`config.mk`:
```
export PLATFORM = sky130hd
export DESIGN_NAME = idxsa_match_tree
export DESIGN_NICKNAME = d
export VERILOG_FILES = /design/src/rtl/idxsa_match_tree.sv
export SDC_FILE = /design/constraint.sdc
export NUM_CORES = 1
export LEC_CHECK = 0
export ABC_CLOCK_PERIOD_IN_PS = 1100
export BUFFER_PORTS_ARGS = -buffer_cell sky130_fd_sc_hd__buf_2
export CAP_MARGIN = 20
export CORE_AREA = 5 5 42 44
export CTS_CLUSTER_SIZE = 28
export DETAILED_ROUTE_END_ITERATION = 6
export DIE_AREA = 0 0 47 49
export MAX_ROUTING_LAYER = met4
export PLACE_DENSITY = 0.82
export SLEW_MARGIN = 30
export SYNTH_ARGS = -nofsm -noshare
export SYNTH_HDL_FRONTEND = slang
export SYNTH_SLANG_ARGS = --single-unit
```
`constraint.sdc`:
```
create_clock -name clock -period 1.1 [get_ports clock]
set_clock_uncertainty 0.15 [all_clocks]
set_input_delay 0.165 -clock clock [delete_from_list [all_inputs] [get_ports clock]]
set_output_delay 0.165 -clock clock [all_outputs]
set_load 0.02 [all_outputs]
```
`src/rtl/idxsa_match_tree.sv`:
```
// ----------------------------------------------------------------------------
// idxsa_match_tree
// registered or-reduction of the per-cell match flags in groups of 32
// ----------------------------------------------------------------------------
module idxsa_match_tree #(
   parameter int WIDTH = 64
) (
   input  logic             clock,
   input  logic [WIDTH-1:0] match,
   output logic             found
);

   localparam int GROUP_W = 32;
   localparam int NGROUP  = (WIDTH + GROUP_W - 1) / GROUP_W;

   logic [NGROUP-1:0] group_ff;

   for (genvar g = 0; g < NGROUP; g++) begin : g_group
      localparam int LO = g * GROUP_W;
      localparam int HI = ((LO + GROUP_W) < WIDTH) ? (LO + GROUP_W - 1) : (WIDTH - 1);
      always_ff @(posedge clock) begin
         group_ff[g] <= |match[HI:LO];
      end
   end

   assign found = |group_ff;

endmodule

```
# Word level (Yosys, flattened, before mapping)
# Index checks and enable logic that the tools add are counted.
totals:
  regBits: 2
  inputBits: 65
  output_inout_bits: 1
  word_cells: 5
classes:
  reduce_logical: 3
ops:
  columns: ["operator", "n"]
  rows:
  - ["OR reduction 32 bit", 2]
  - ["OR reduction 2 bit", 1]

# Longest topological paths before layout
depth:
  ltp_word: 1
  ltp_mapped: 3
  ltp_nobuf: 3

# Worst setup path after synthesis
# No wires, ideal clock.
synth_timing:
  path_kind: "input to register"
  startpoint: "in match[28]"
  endpoint: "reg group_ff[0]"
  setup_ns: 0.120
  t_arrival_ns: 0.726
  t_required_ns: 0.830
  path_slack_ns: 0.104
  path_stages: 3
  n_path_buf: 0
  cell_sequence: "nor4_1 > nand4_1 > or2_1"
synth_between:
  elab_chain_cells: 1
synth_lines:
  columns: ["element", "line_no", "text"]
  rows:
  - ["from (decl)", "9", "input logic [WIDTH-1:0] match,"]
  - ["OR reduction 32 bit", "22", "group_ff[g] <= |match[HI:LO];"]
  - ["to (signal, indexed assignment)", "22", null]
  - ["to (decl)", "16", "logic [NGROUP-1:0] group_ff;"]
# Every way passes these cells.

# Worst setup path after layout
layout_timing:
  startpoint: "reg group_ff[0]"
  endpoint: "out found"
layout_between:
  elab_chain_cells: 1
layout_lines:
  columns: ["element", "line_no", "text"]
  rows:
  - ["OR reduction 2 bit", "26", "assign found = |group_ff;"]
  - ["to (decl)", "10", "output logic found"]
# Every way passes these cells.

==> qor.yml <==
synthTopCellsByArea: "nor4_1 (45%), dfxtp_1 (20%), nand4_1 (13%), nor4_2 (13%), or2_1 (6.4%)"
fmax_mhz: 844
portBuffers: 65
nets: 160
dpl_cell_area_um2: 542
clockRootBuffer: "clkbuf_4"
rsz0062_at_grt: "yes"
synth-seq-cells: 2
clock_path_buffers: 2
synth_cell_types: 6
clk_pin_slew_ps: 30
synth.yosys.seq_area_share: 0.204
synthTopCellsByCount: "nor4_1 (14), nand4_1 (4), dfxtp_1 (2), nor4_2 (2), or2_1 (2)"
io_pins: 66
critPathKind: "reg -> out"
drc: 0
core_um2: 1400
rows: 14
die_area_um2: 2300
reg_top3: "group_ff x2"
gp_congestion: 0.732
slew_violations: 0
timing.critical_path.slowest_cell_delay_ps: 290
synth_most_common_cell: "nor4_1"
hold_path.class: "in -> reg"
tightest_slew_ps: 297
nFillCells: 152
grt_pass1_wl_um: 1860
cts_sinks: 2
worstPathArrival_ps: 870
via_per_inst: 4.31
htreeDepth: 1
required_ps: 780
vias: 470
fin_setup_tns_ps: -85.1
path_buf_inv: 1
ant_nets: 0
violations: "negative setup slack"
crit_path_start_kind: "flop"
synth_area_um2: 196
drt-pass1-iter-count: 3
yosys.area.top_type: "nor4_1"
worst_slack_ps: -85.1
fin_util: 0.409
critPathMaxFanout: 1
cts_buffers: 3
synthArstFlopShare: 0
min_period_ps: 1190
syn-num-nets: 90
cp-startpoint: "group_ff[0]$_DFF_P_"
p_total_mw: 0.357
cts_setup_buffers: 0
cp.depth: 2
finalCritPeriodShare: 1.08
cts_tree: "yes"
place_ws_ps: -96.5
slew_headroom: 0.800
synth_top_area_frac: 0.446
cap_violations: 0
critPathTopFamily: "flip-flops"
largest_reg_flops: 2
finalSetupViolCount: 1
dieWidth_um: 47
area_growth_pct: 192
synthFlopType: "dfxtp_1"
grt_overflow: 0
multiInputGateArea_um2: 159
track_usage: 0.107
grt_max_degree: 3
power.leakage_nw: 0.299
power_density_nw_per_um2: 622
drt-initial-drc-count: 2
hold_violations: 0
antenna_found_initial: 0
detail_route.wl_per_cell_um: 11.4
synth_cells: 25
synth-edff-count: 0
die_h_um: 49
regMostFlops: "group_ff"
path_cells: "or2_4, buf_6"
seq_area_um2: 40.0
wirelength_um: 1250
yosysWarnings: 0
min_from: "match[54]"
cp_slowest_cell: "dfxtp_1"
fin_area_um2: 573
hold_buffers: 0
endpoint: "found"
antennaDiodeCount: 0
drive_above_1_share: 0.763
cp-end-kind: "primary output"
grt_pass1_vias: 514
ir_drop_mv: 0.139
avgSynthCellArea_um2: 7.86
status: "complete, but fails checks"
start_util: 0.140
[cells by family after synthesis]
family | after synthesis | synth area share
DFF | 2 | 0.204
and+or+nand+nor | 23 | 0.796
[cell usage in the layout (no fill, tap or decap)]
| cell | n |
|---|---|
| buf_2 | 64 |
| nor4_1 | 14 |
| nand4_1 | 4 |
| clkbuf_4 | 3 |
| nor4_2 | 2 |
| or2_1 | 2 |
| dfxtp_1 | 2 |
| or2_4 | 1 |
| buf_6 | 1 |
[what timing repair did]
| action | in CTS | in global routing |
|---|---|---|
| resized for setup | 3 | 0 |
| gates cloned | 0 | 0 |
| endpoints found under the setup margin | 1 | 1 |
| pin swaps | 1 | 0 |
[final cells by class]
| cell class | instances | area share |
|---|---|---|
| Timing Repair Buffer | 65 | 0.579 |
| Clock buffer | 3 | 0.0393 |
| Sequential cell | 2 | 0.0699 |
| Tap cell | 16 | 0.0349 |
| Multi-Input combinational cell | 23 | 0.277 |
[per-stage QoR]
| stage | hold WS [ps] | std cells |
|---|---|---|
| after detailed placement | 301 | 106 |
| after global routing | 88.9 | 109 |
| after floorplan | 188 | 25 |
| final | 75.0 | 109 |
| after CTS | 71.1 | 109 |
| after global placement | 300 | 106 |
[power breakdown]
group	switching (mW)	internal, mW	leakage [nW]	total, mW
registers	0.0000000000143	0.0731	0.0162	0.0731
logic	0.0388	0.0864	0.269	0.125
clock network	0.0382	0.120	0.0138	0.158
total	0.0770	0.280	0.299	0.357
[worst min-delay path by stage]
stage | to | depth (start not counted)
5_1_grt | group_ff[1]$_DFF_P_ | 4
4_1_cts | group_ff[1]$_DFF_P_ | 4
6_report | group_ff[1]$_DFF_P_ | 4
3_5_place_dp | group_ff[1]$_DFF_P_ | 4
2_1_floorplan | group_ff[0]$_DFF_P_ | 3
3_3_place_gp | group_ff[0]$_DFF_P_ | 4
[routing by layer]
layer,global-route usage,up-vias,part of all wire
li1,-,251,-
met1,0.0961,213,0.29
met2,0.215,6,0.68
met3,0.0111,0,0.030
met4,0.0276,0,0
met5,-,-,0
Note: power is estimated with default switching activity, not from simulation.
