`config.mk`:
```
export PLATFORM = sky130hd
export DESIGN_NAME = idxsa_cell
export DESIGN_NICKNAME = d
export VERILOG_FILES = /design/src/rtl/idxsa_pkg.sv /design/src/rtl/idxsa_cell.sv
export SDC_FILE = /design/constraint.sdc
export NUM_CORES = 1
export LEC_CHECK = 0
export ABC_AREA = 0
export BUFFER_PORTS_ARGS = -buffer_cell sky130_fd_sc_hd__buf_2
export CORE_MARGIN = 2
export CORE_UTILIZATION = 42
export CTS_CLUSTER_DIAMETER = 120
export DETAILED_ROUTE_END_ITERATION = 10
export PLACE_DENSITY_LB_ADDON = 0.08
export SLEW_MARGIN = 10
export SYNTH_ARGS = -nofsm -noshare
export SYNTH_HDL_FRONTEND = slang
export SYNTH_SLANG_ARGS = --single-unit
```
`constraint.sdc`:
```
create_clock -name clock -period 3.8 [get_ports clock]
set_input_delay 0.57 -clock clock [delete_from_list [all_inputs] [get_ports clock]]
set_output_delay 0.57 -clock clock [all_outputs]
set_load 0.02 [all_outputs]
```
`src/rtl/idxsa_pkg.sv`:
```
// ----------------------------------------------------------------------------
// idxsa_pkg
// shared types and constants for the indexed shift array: command and status
// codes, per-cell operation codes and the control bundle broadcast to the cells
// ----------------------------------------------------------------------------
package idxsa_pkg;

   localparam int CMD_W    = 2;
   localparam int POS_W    = 7;
   localparam int VALUE_W  = 32;
   localparam int STATUS_W = 2;
   localparam int COUNT_W  = 7;

   typedef enum logic [CMD_W-1:0] {
      CMD_INSERT = 2'd0,
      CMD_REMOVE = 2'd1,
      CMD_SEARCH = 2'd2,
      CMD_CLEAR  = 2'd3
   } command_type;

   typedef enum logic [STATUS_W-1:0] {
      ST_OK     = 2'd0,
      ST_BADPOS = 2'd1,
      ST_EMPTY  = 2'd2,
      ST_FULL   = 2'd3
   } status_type;

   // what every cell does at the next edge
   typedef enum logic [1:0] {
      OP_HOLD   = 2'd0,
      OP_INSERT = 2'd1,
      OP_REMOVE = 2'd2,
      OP_MATCH  = 2'd3
   } cell_op_type;

   typedef struct packed {
      cell_op_type               op;
      logic [POS_W-1:0]          position;
      logic signed [VALUE_W-1:0] value;
   } cell_ctl_type;

endpackage

```
`src/rtl/idxsa_cell.sv`:
```
// ----------------------------------------------------------------------------
// idxsa_cell
// one storage slot of the array: shifts up, shifts down, loads the new value
// or compares its entry against the search key
// ----------------------------------------------------------------------------
module idxsa_cell #(
   parameter int CMP_W = 7,
   parameter int INDEX = 0
) (
   input  logic                                 clock,
   input  idxsa_pkg::cell_ctl_type              ctl,
   input  logic [CMP_W-1:0]                     count,
   input  logic signed [idxsa_pkg::VALUE_W-1:0] left_entry,
   input  logic signed [idxsa_pkg::VALUE_W-1:0] right_entry,
   output logic signed [idxsa_pkg::VALUE_W-1:0] entry,
   output logic                                 match
);

   localparam logic [CMP_W-1:0] IDX = CMP_W'(INDEX);

   logic signed [idxsa_pkg::VALUE_W-1:0] entry_ff;
   logic signed [idxsa_pkg::VALUE_W-1:0] entry_in;
   logic                                 match_ff;
   logic [CMP_W-1:0]                     pos;

   assign pos = CMP_W'(ctl.position);

   always_comb begin
      entry_in = entry_ff;
      case (ctl.op)
         idxsa_pkg::OP_INSERT: begin
            if (IDX > pos) begin
               entry_in = left_entry;
            end else if (IDX == pos) begin
               entry_in = ctl.value;
            end
         end
         idxsa_pkg::OP_REMOVE: begin
            if (IDX >= pos) begin
               entry_in = right_entry;
            end
         end
         default: begin
         end
      endcase
   end

   always_ff @(posedge clock) begin
      entry_ff <= entry_in;
      // only held entries may match
      if (ctl.op == idxsa_pkg::OP_MATCH) begin
         match_ff <= (entry_ff == ctl.value) && (IDX < count);
      end
   end

   assign entry = entry_ff;
   assign match = match_ff;

endmodule

```
### Yosys cells after proc, flatten, opt, wreduce, memory -nomap -nowiden

Index checks and enable logic that the tools add are counted.

| operators by class | value |
|---|---|
| magnitude comparators | 3 |
| eq/ne operators | 6 |
| multiplexer cells | 4 |
| reduce and logical (&&, ||, !) cells | 4 |

Operators with widths:

| operator | count |
|---|---|
| 2-to-1 mux 32 bit | 3 |
| one-hot mux 32 bit (2 select lines) | 1 |
| equality test 32 bit | 1 |
| greater-or-equal comparator 1 x 7 -> 1 bit, first input constant | 1 |
| > comparator 1 x 7 -> 1 bit, first input constant | 1 |
| logical NOT 7 bit | 1 |
| < comparator 1 x 7 -> 1 bit, first input constant | 1 |
| equality test 2 bit, second input constant | 2 |
| inequality test 3 bit, second input constant | 1 |
| AND reduction 3 bit | 1 |
| equality test 2 x 1 -> 1 bit, second input constant | 1 |
| inequality test 2 bit, second input constant | 1 |
| nonzero test 2 bit | 1 |
| logical AND 1 bit | 1 |

| storage, ports and cells | value |
|---|---|
| bits in registers | 33 |
| logic and storage cells | 19 |

### Logic depth before layout (Yosys ltp)

| logic depth | value |
|---|---|
| depth after elaboration | 4 |
| gate-level depth with buffers | 4 |
| depth with buffers taken out | 4 |

### Worst setup path after synthesis

Ideal clock, no wire load.

| timing | value |
|---|---|
| kind | input-to-reg |
| start | input port ctl[35] in the netlist's numbering |
| end | register entry_ff, in the netlist entry[0], enable pin |
| arrival | 2.277 ns |
| required time | 3.379 ns |
| slack | 1.102 ns |
| cell stages on the path | 3 |
| cell sequence | nor4_1 nand3_1 nor2_1 |

| on the way | value |
|---|---|
| longest elaborated chain between the ends | 3 |
| elaborated cells between the ends (all ways) | 6 |
| classes of those cells | order compare: 2; eq/ne: 2; reduce/logical: 2 |

RTL lines:

| what | RTL line | RTL |
|---|---|---|
| start, declared | idxsa_cell.sv:11 | `input idxsa_pkg::cell_ctl_type ctl,` |
| > comparator 1 x 7 -> 1 bit, or another cell as far along | idxsa_cell.sv:32 | `if (IDX > pos) begin` |
| inequality test 3 bit (no source line) or inequality test 2 bit (tied branches) | - |  |
| AND reduction 3 bit (no source line) * | - |  |
| end signal, assigned | idxsa_cell.sv:49 | `entry_ff <= entry_in;` |
| end, declared | idxsa_cell.sv:21 | `logic signed [idxsa_pkg::VALUE_W-1:0] entry_ff;` |

Mark *: on every way between the ends. The rest lies on a longest branch, timed or not.
A chain may end at the register's enable or synchronous reset.

### Worst setup path in the final report

| timing | value |
|---|---|
| start | input port ctl[35] in the netlist's numbering |
| end | register entry_ff, in the netlist entry[2], enable pin |

The elaborated chain is that of the path after synthesis.

==> implementation parameters <==
Parameter                              Value

Critical path
  Register-to-register setup slack    2.16 ns
  End point of the critical path    entry[2]
  Worst-case reg-to-reg path depth    4
  Sum of buffers and inverters on the critical path    1
  Critical path, cell by cell    buf_2, nor4_1, nand3_1, nor2_4
  Delay-heaviest family, CP    simple AND/OR/NAND/NOR gates
  Largest fanout on the critical path    32
  Category of the most critical setup path    input port to flop
  Start of the worst register-to-register path    entry[27]
  Required time of the worst setup path    3.71 ns
  Element type at the critical path start    input port
  Critical path arrival    1.79 ns
  Worst Setup SP    ctl[35]
  Cell with the biggest individual delay on the critical path    nor2_4
  Element type at the critical path end    flop
  Capture instance of the worst register-to-register path    match
  Longest individual stage delay on the worst path    0.71 ns
  Stages on the worst setup path    4

Floorplanning
  Height of the die    69.5 um
  Top Ports    146
  Row cnt    23
  Std-Cell Core Area    between 4000 and 5000 sq um
  Starting density of the core    44.5%
  Chip Width    roughly 70 um
  Area of the die    4840 sq um

Layout
  Count of nets after finishing    350
  Layout filler cell count    ~360
  N_diodes    0
  Synth-to-Final Area Change    40.1%
  Share of final-layout standard cells stronger than drive strength 1    65.1%

STA
  Final hold violation count    0
  Min cycle time layout    between 1.5 and 2 ns
  Highest clock frequency the design can meet    530 MHz
  Max Slew Vio Count    0
  Worst slew margin relative to its limit    38.4%
  Portion of the clock cycle consumed by the worst path in the final layout    about half
  Clock skew    around 0.0035 ns
  Slew of the pin with the lowest slew margin    0.923 ns
  Setup violators final    0
  Final TNS setup    0 ns
  Setup repair after global routing missed its margin    false

Logic synthesis
  Most used flip-flop cell after synthesis    edfxtp_1
  EDFF count, synth    33
  Cell types with the highest counts after synthesis    edfxtp_1 (33), mux2_2 (30), xor2_1 (29)
  Number of storage elements in the synthesis netlist    33
  Count of cell types in the netlist    16
  Most frequent cell after synthesis    edfxtp_1
  Largest cells by area after synthesis    edfxtp_1 (55%), mux2_2 (19%), xor2_1 (14%), nor4_1 (2.1%), nor4_2 (2.1%)
  Yosys top cell area share    54.9%
  Share of synthesized area occupied by flip-flops and latches    54.9%
  Number of nets in the synthesized netlist    234
  Number of warnings printed during yosys synthesis    0
  Combined area of all synthesized cells    1800 sq um
  Asr flop ratio synth    0%
  Mean cell area of the mapped netlist    14.9 sq um
  Largest area contributor in the netlist    edfxtp_1
  Mapped Cells    121

Drt
  Vias/cell    4.84
  Met3 WL    362 um
  Routed wl met2    2.24 mm
  Detailed-route wire length    4.19 mm
  Met1 wire length    1.55 mm
  Antenna Violating Nets Remaining    0
  DR vias    1394
  Initial DRT Pass Iterations    4
  Top layer reached by signal wires    met4
  Routed wire length per instance    14.5 um
  Number of design-rule violations left by the first detailed-router iteration    36
  Drt drc    0

Clock network
  Post-CTS Setup Bufs    0
  Clock edge transition at the registers on the reported setup and hold paths    0.07 ns
  Number of buffers added by the clock tree synthesis step    5
  Latest clock arrival within the worst-skew pair    0.28 ns
  Clock Path Buffers    2
  Post-CTS resize count    0
  Number of hold-repair buffers added at the cts stage    0
  Num Clock Sinks    33
  Clock tree from TritonCTS    done
  Clock root buffer    clkbuf_8
  H-tree lvl count    2

Placement
  Dpl hpwl    3.23 mm
  Count of input and output buffers    113
  Placer's final routability congestion estimate    0.772

Power and ir drop
  Switching Share    20.3%
  Switching power    around 0.17 mW
  Power Dens Cells    between 300 and 400 nW/um^2
  Sequential power share    48.8%
  Static power due to leakage    around 1.1 nW
  Relative contribution of the clock network to total power    roughly two fifths
  Tot Pwr    between 0.8 and 0.9 mW
  Relative contribution of combinational cells to total power    around an eighth
  Peak ir drop on the vdd network    0.000210 V
  P_int    about 0.66 mW

Min path
  Worst hold path cell count    2
  Worst hold path type    input port to flop
  Start point of the worst hold path    right_entry[6]

Global routing
  Tot GR Track Use    17.6%
  Grt total ovfl    0
  Maximum number of pins on one net before global-route repair    33
  Number of global-route vias before repair    about 1.4k
  Antenna violations before repair    0
  Global-route wire length before repair    6.56 mm

Run status
  Outcome    finished, final reports clean

Flow run
  Maximum Capacitance Violations    0
## worst min path at each step
stage	end	slack (ns)
after floorplan	entry[5]	0.77
after global placement	match	0.72
after detailed placement	match	0.72
after CTS	entry[6]	0.58
after global routing	entry[6]	0.57
final	entry[6]	0.58
## layout by cell type (no fill, tap or decap)
master	count
a2111oi_2	1
and2_1	1
buf_2	113
bufinv_16	1
clkbuf_1	1
clkbuf_8	5
clkinv_1	1
edfxtp_1	33
mux2_1	2
mux2_2	30
nand3_1	2
nand4_1	2
nor2_1	1
nor2_4	1
nor2b_4	1
nor3_1	1
nor4_1	6
nor4_2	3
xnor2_1	4
xor2_1	29
## routing by layer
layer | track usage, % | vias up
li1 | - | 687
met4 | 6.54 | 0
met2 | 32.5 | 68
met1 | 18.0 | 635
met5 | 0 | -
met3 | 6.40 | 4
## power groups by stage
stage	logic [mW]	registers, mW	clock network (mW)
4_1_cts	0.110	0.406	0.327
5_1_grt	0.120	0.405	0.345
6_report	0.108	0.406	0.318
3_5_place_dp	0.109	0.414	0
3_3_place_gp	0.104	0.413	0
2_1_floorplan	0.0525	0.416	0
## registers in the layout, summed over array words and instances, names as in the netlist
signal  cells
match       1
entry      32
## worst register-to-register path, delay by kind of cell, from the launching register on
kind	cells	cell delay (ns)
flops	1	0.42
compound gates	1	0.30
xor+xnor	1	0.16
simple gates	2	0.57
## area by class of cell
cell class              instances  area, sq um  share of cell area, %
well taps                      50         62.6                   2.48
repair buffers                113          566                   22.4
multi-input cells              84          802                   31.7
flip-flops and latches         33          991                   39.2
clock buffers                   6         72.6                   2.87
clock inverters                 2         33.8                   1.34
## stage by stage
step / std cells / utilization (%) / instance area [sq um] / setup slack [ns] / hold WS (ns)
2_1_floorplan: 121 / - / 1800 / 1.10 / 0.771
3_3_place_gp: 280 / 59.7 / 2420 / 1.61 / 0.724
3_5_place_dp: 280 / 59.7 / 2420 / 1.57 / 0.722
4_1_cts: 288 / 62.3 / 2530 / 1.87 / 0.576
5_1_grt: 288 / 62.3 / 2530 / 1.82 / 0.574
6_report: 288 / 62.3 / 2530 / 1.91 / 0.584
## cell families after synthesis
group / after synthesis / synth area share, %
compound gates: 1 / 0.832
xor+xnor: 33 / 16.0
buf+inv: 4 / 1.46
flops: 33 / 54.9
mux: 32 / 20.0
simple gates: 18 / 6.80
Note: power is estimated with default switching activity, not from simulation.
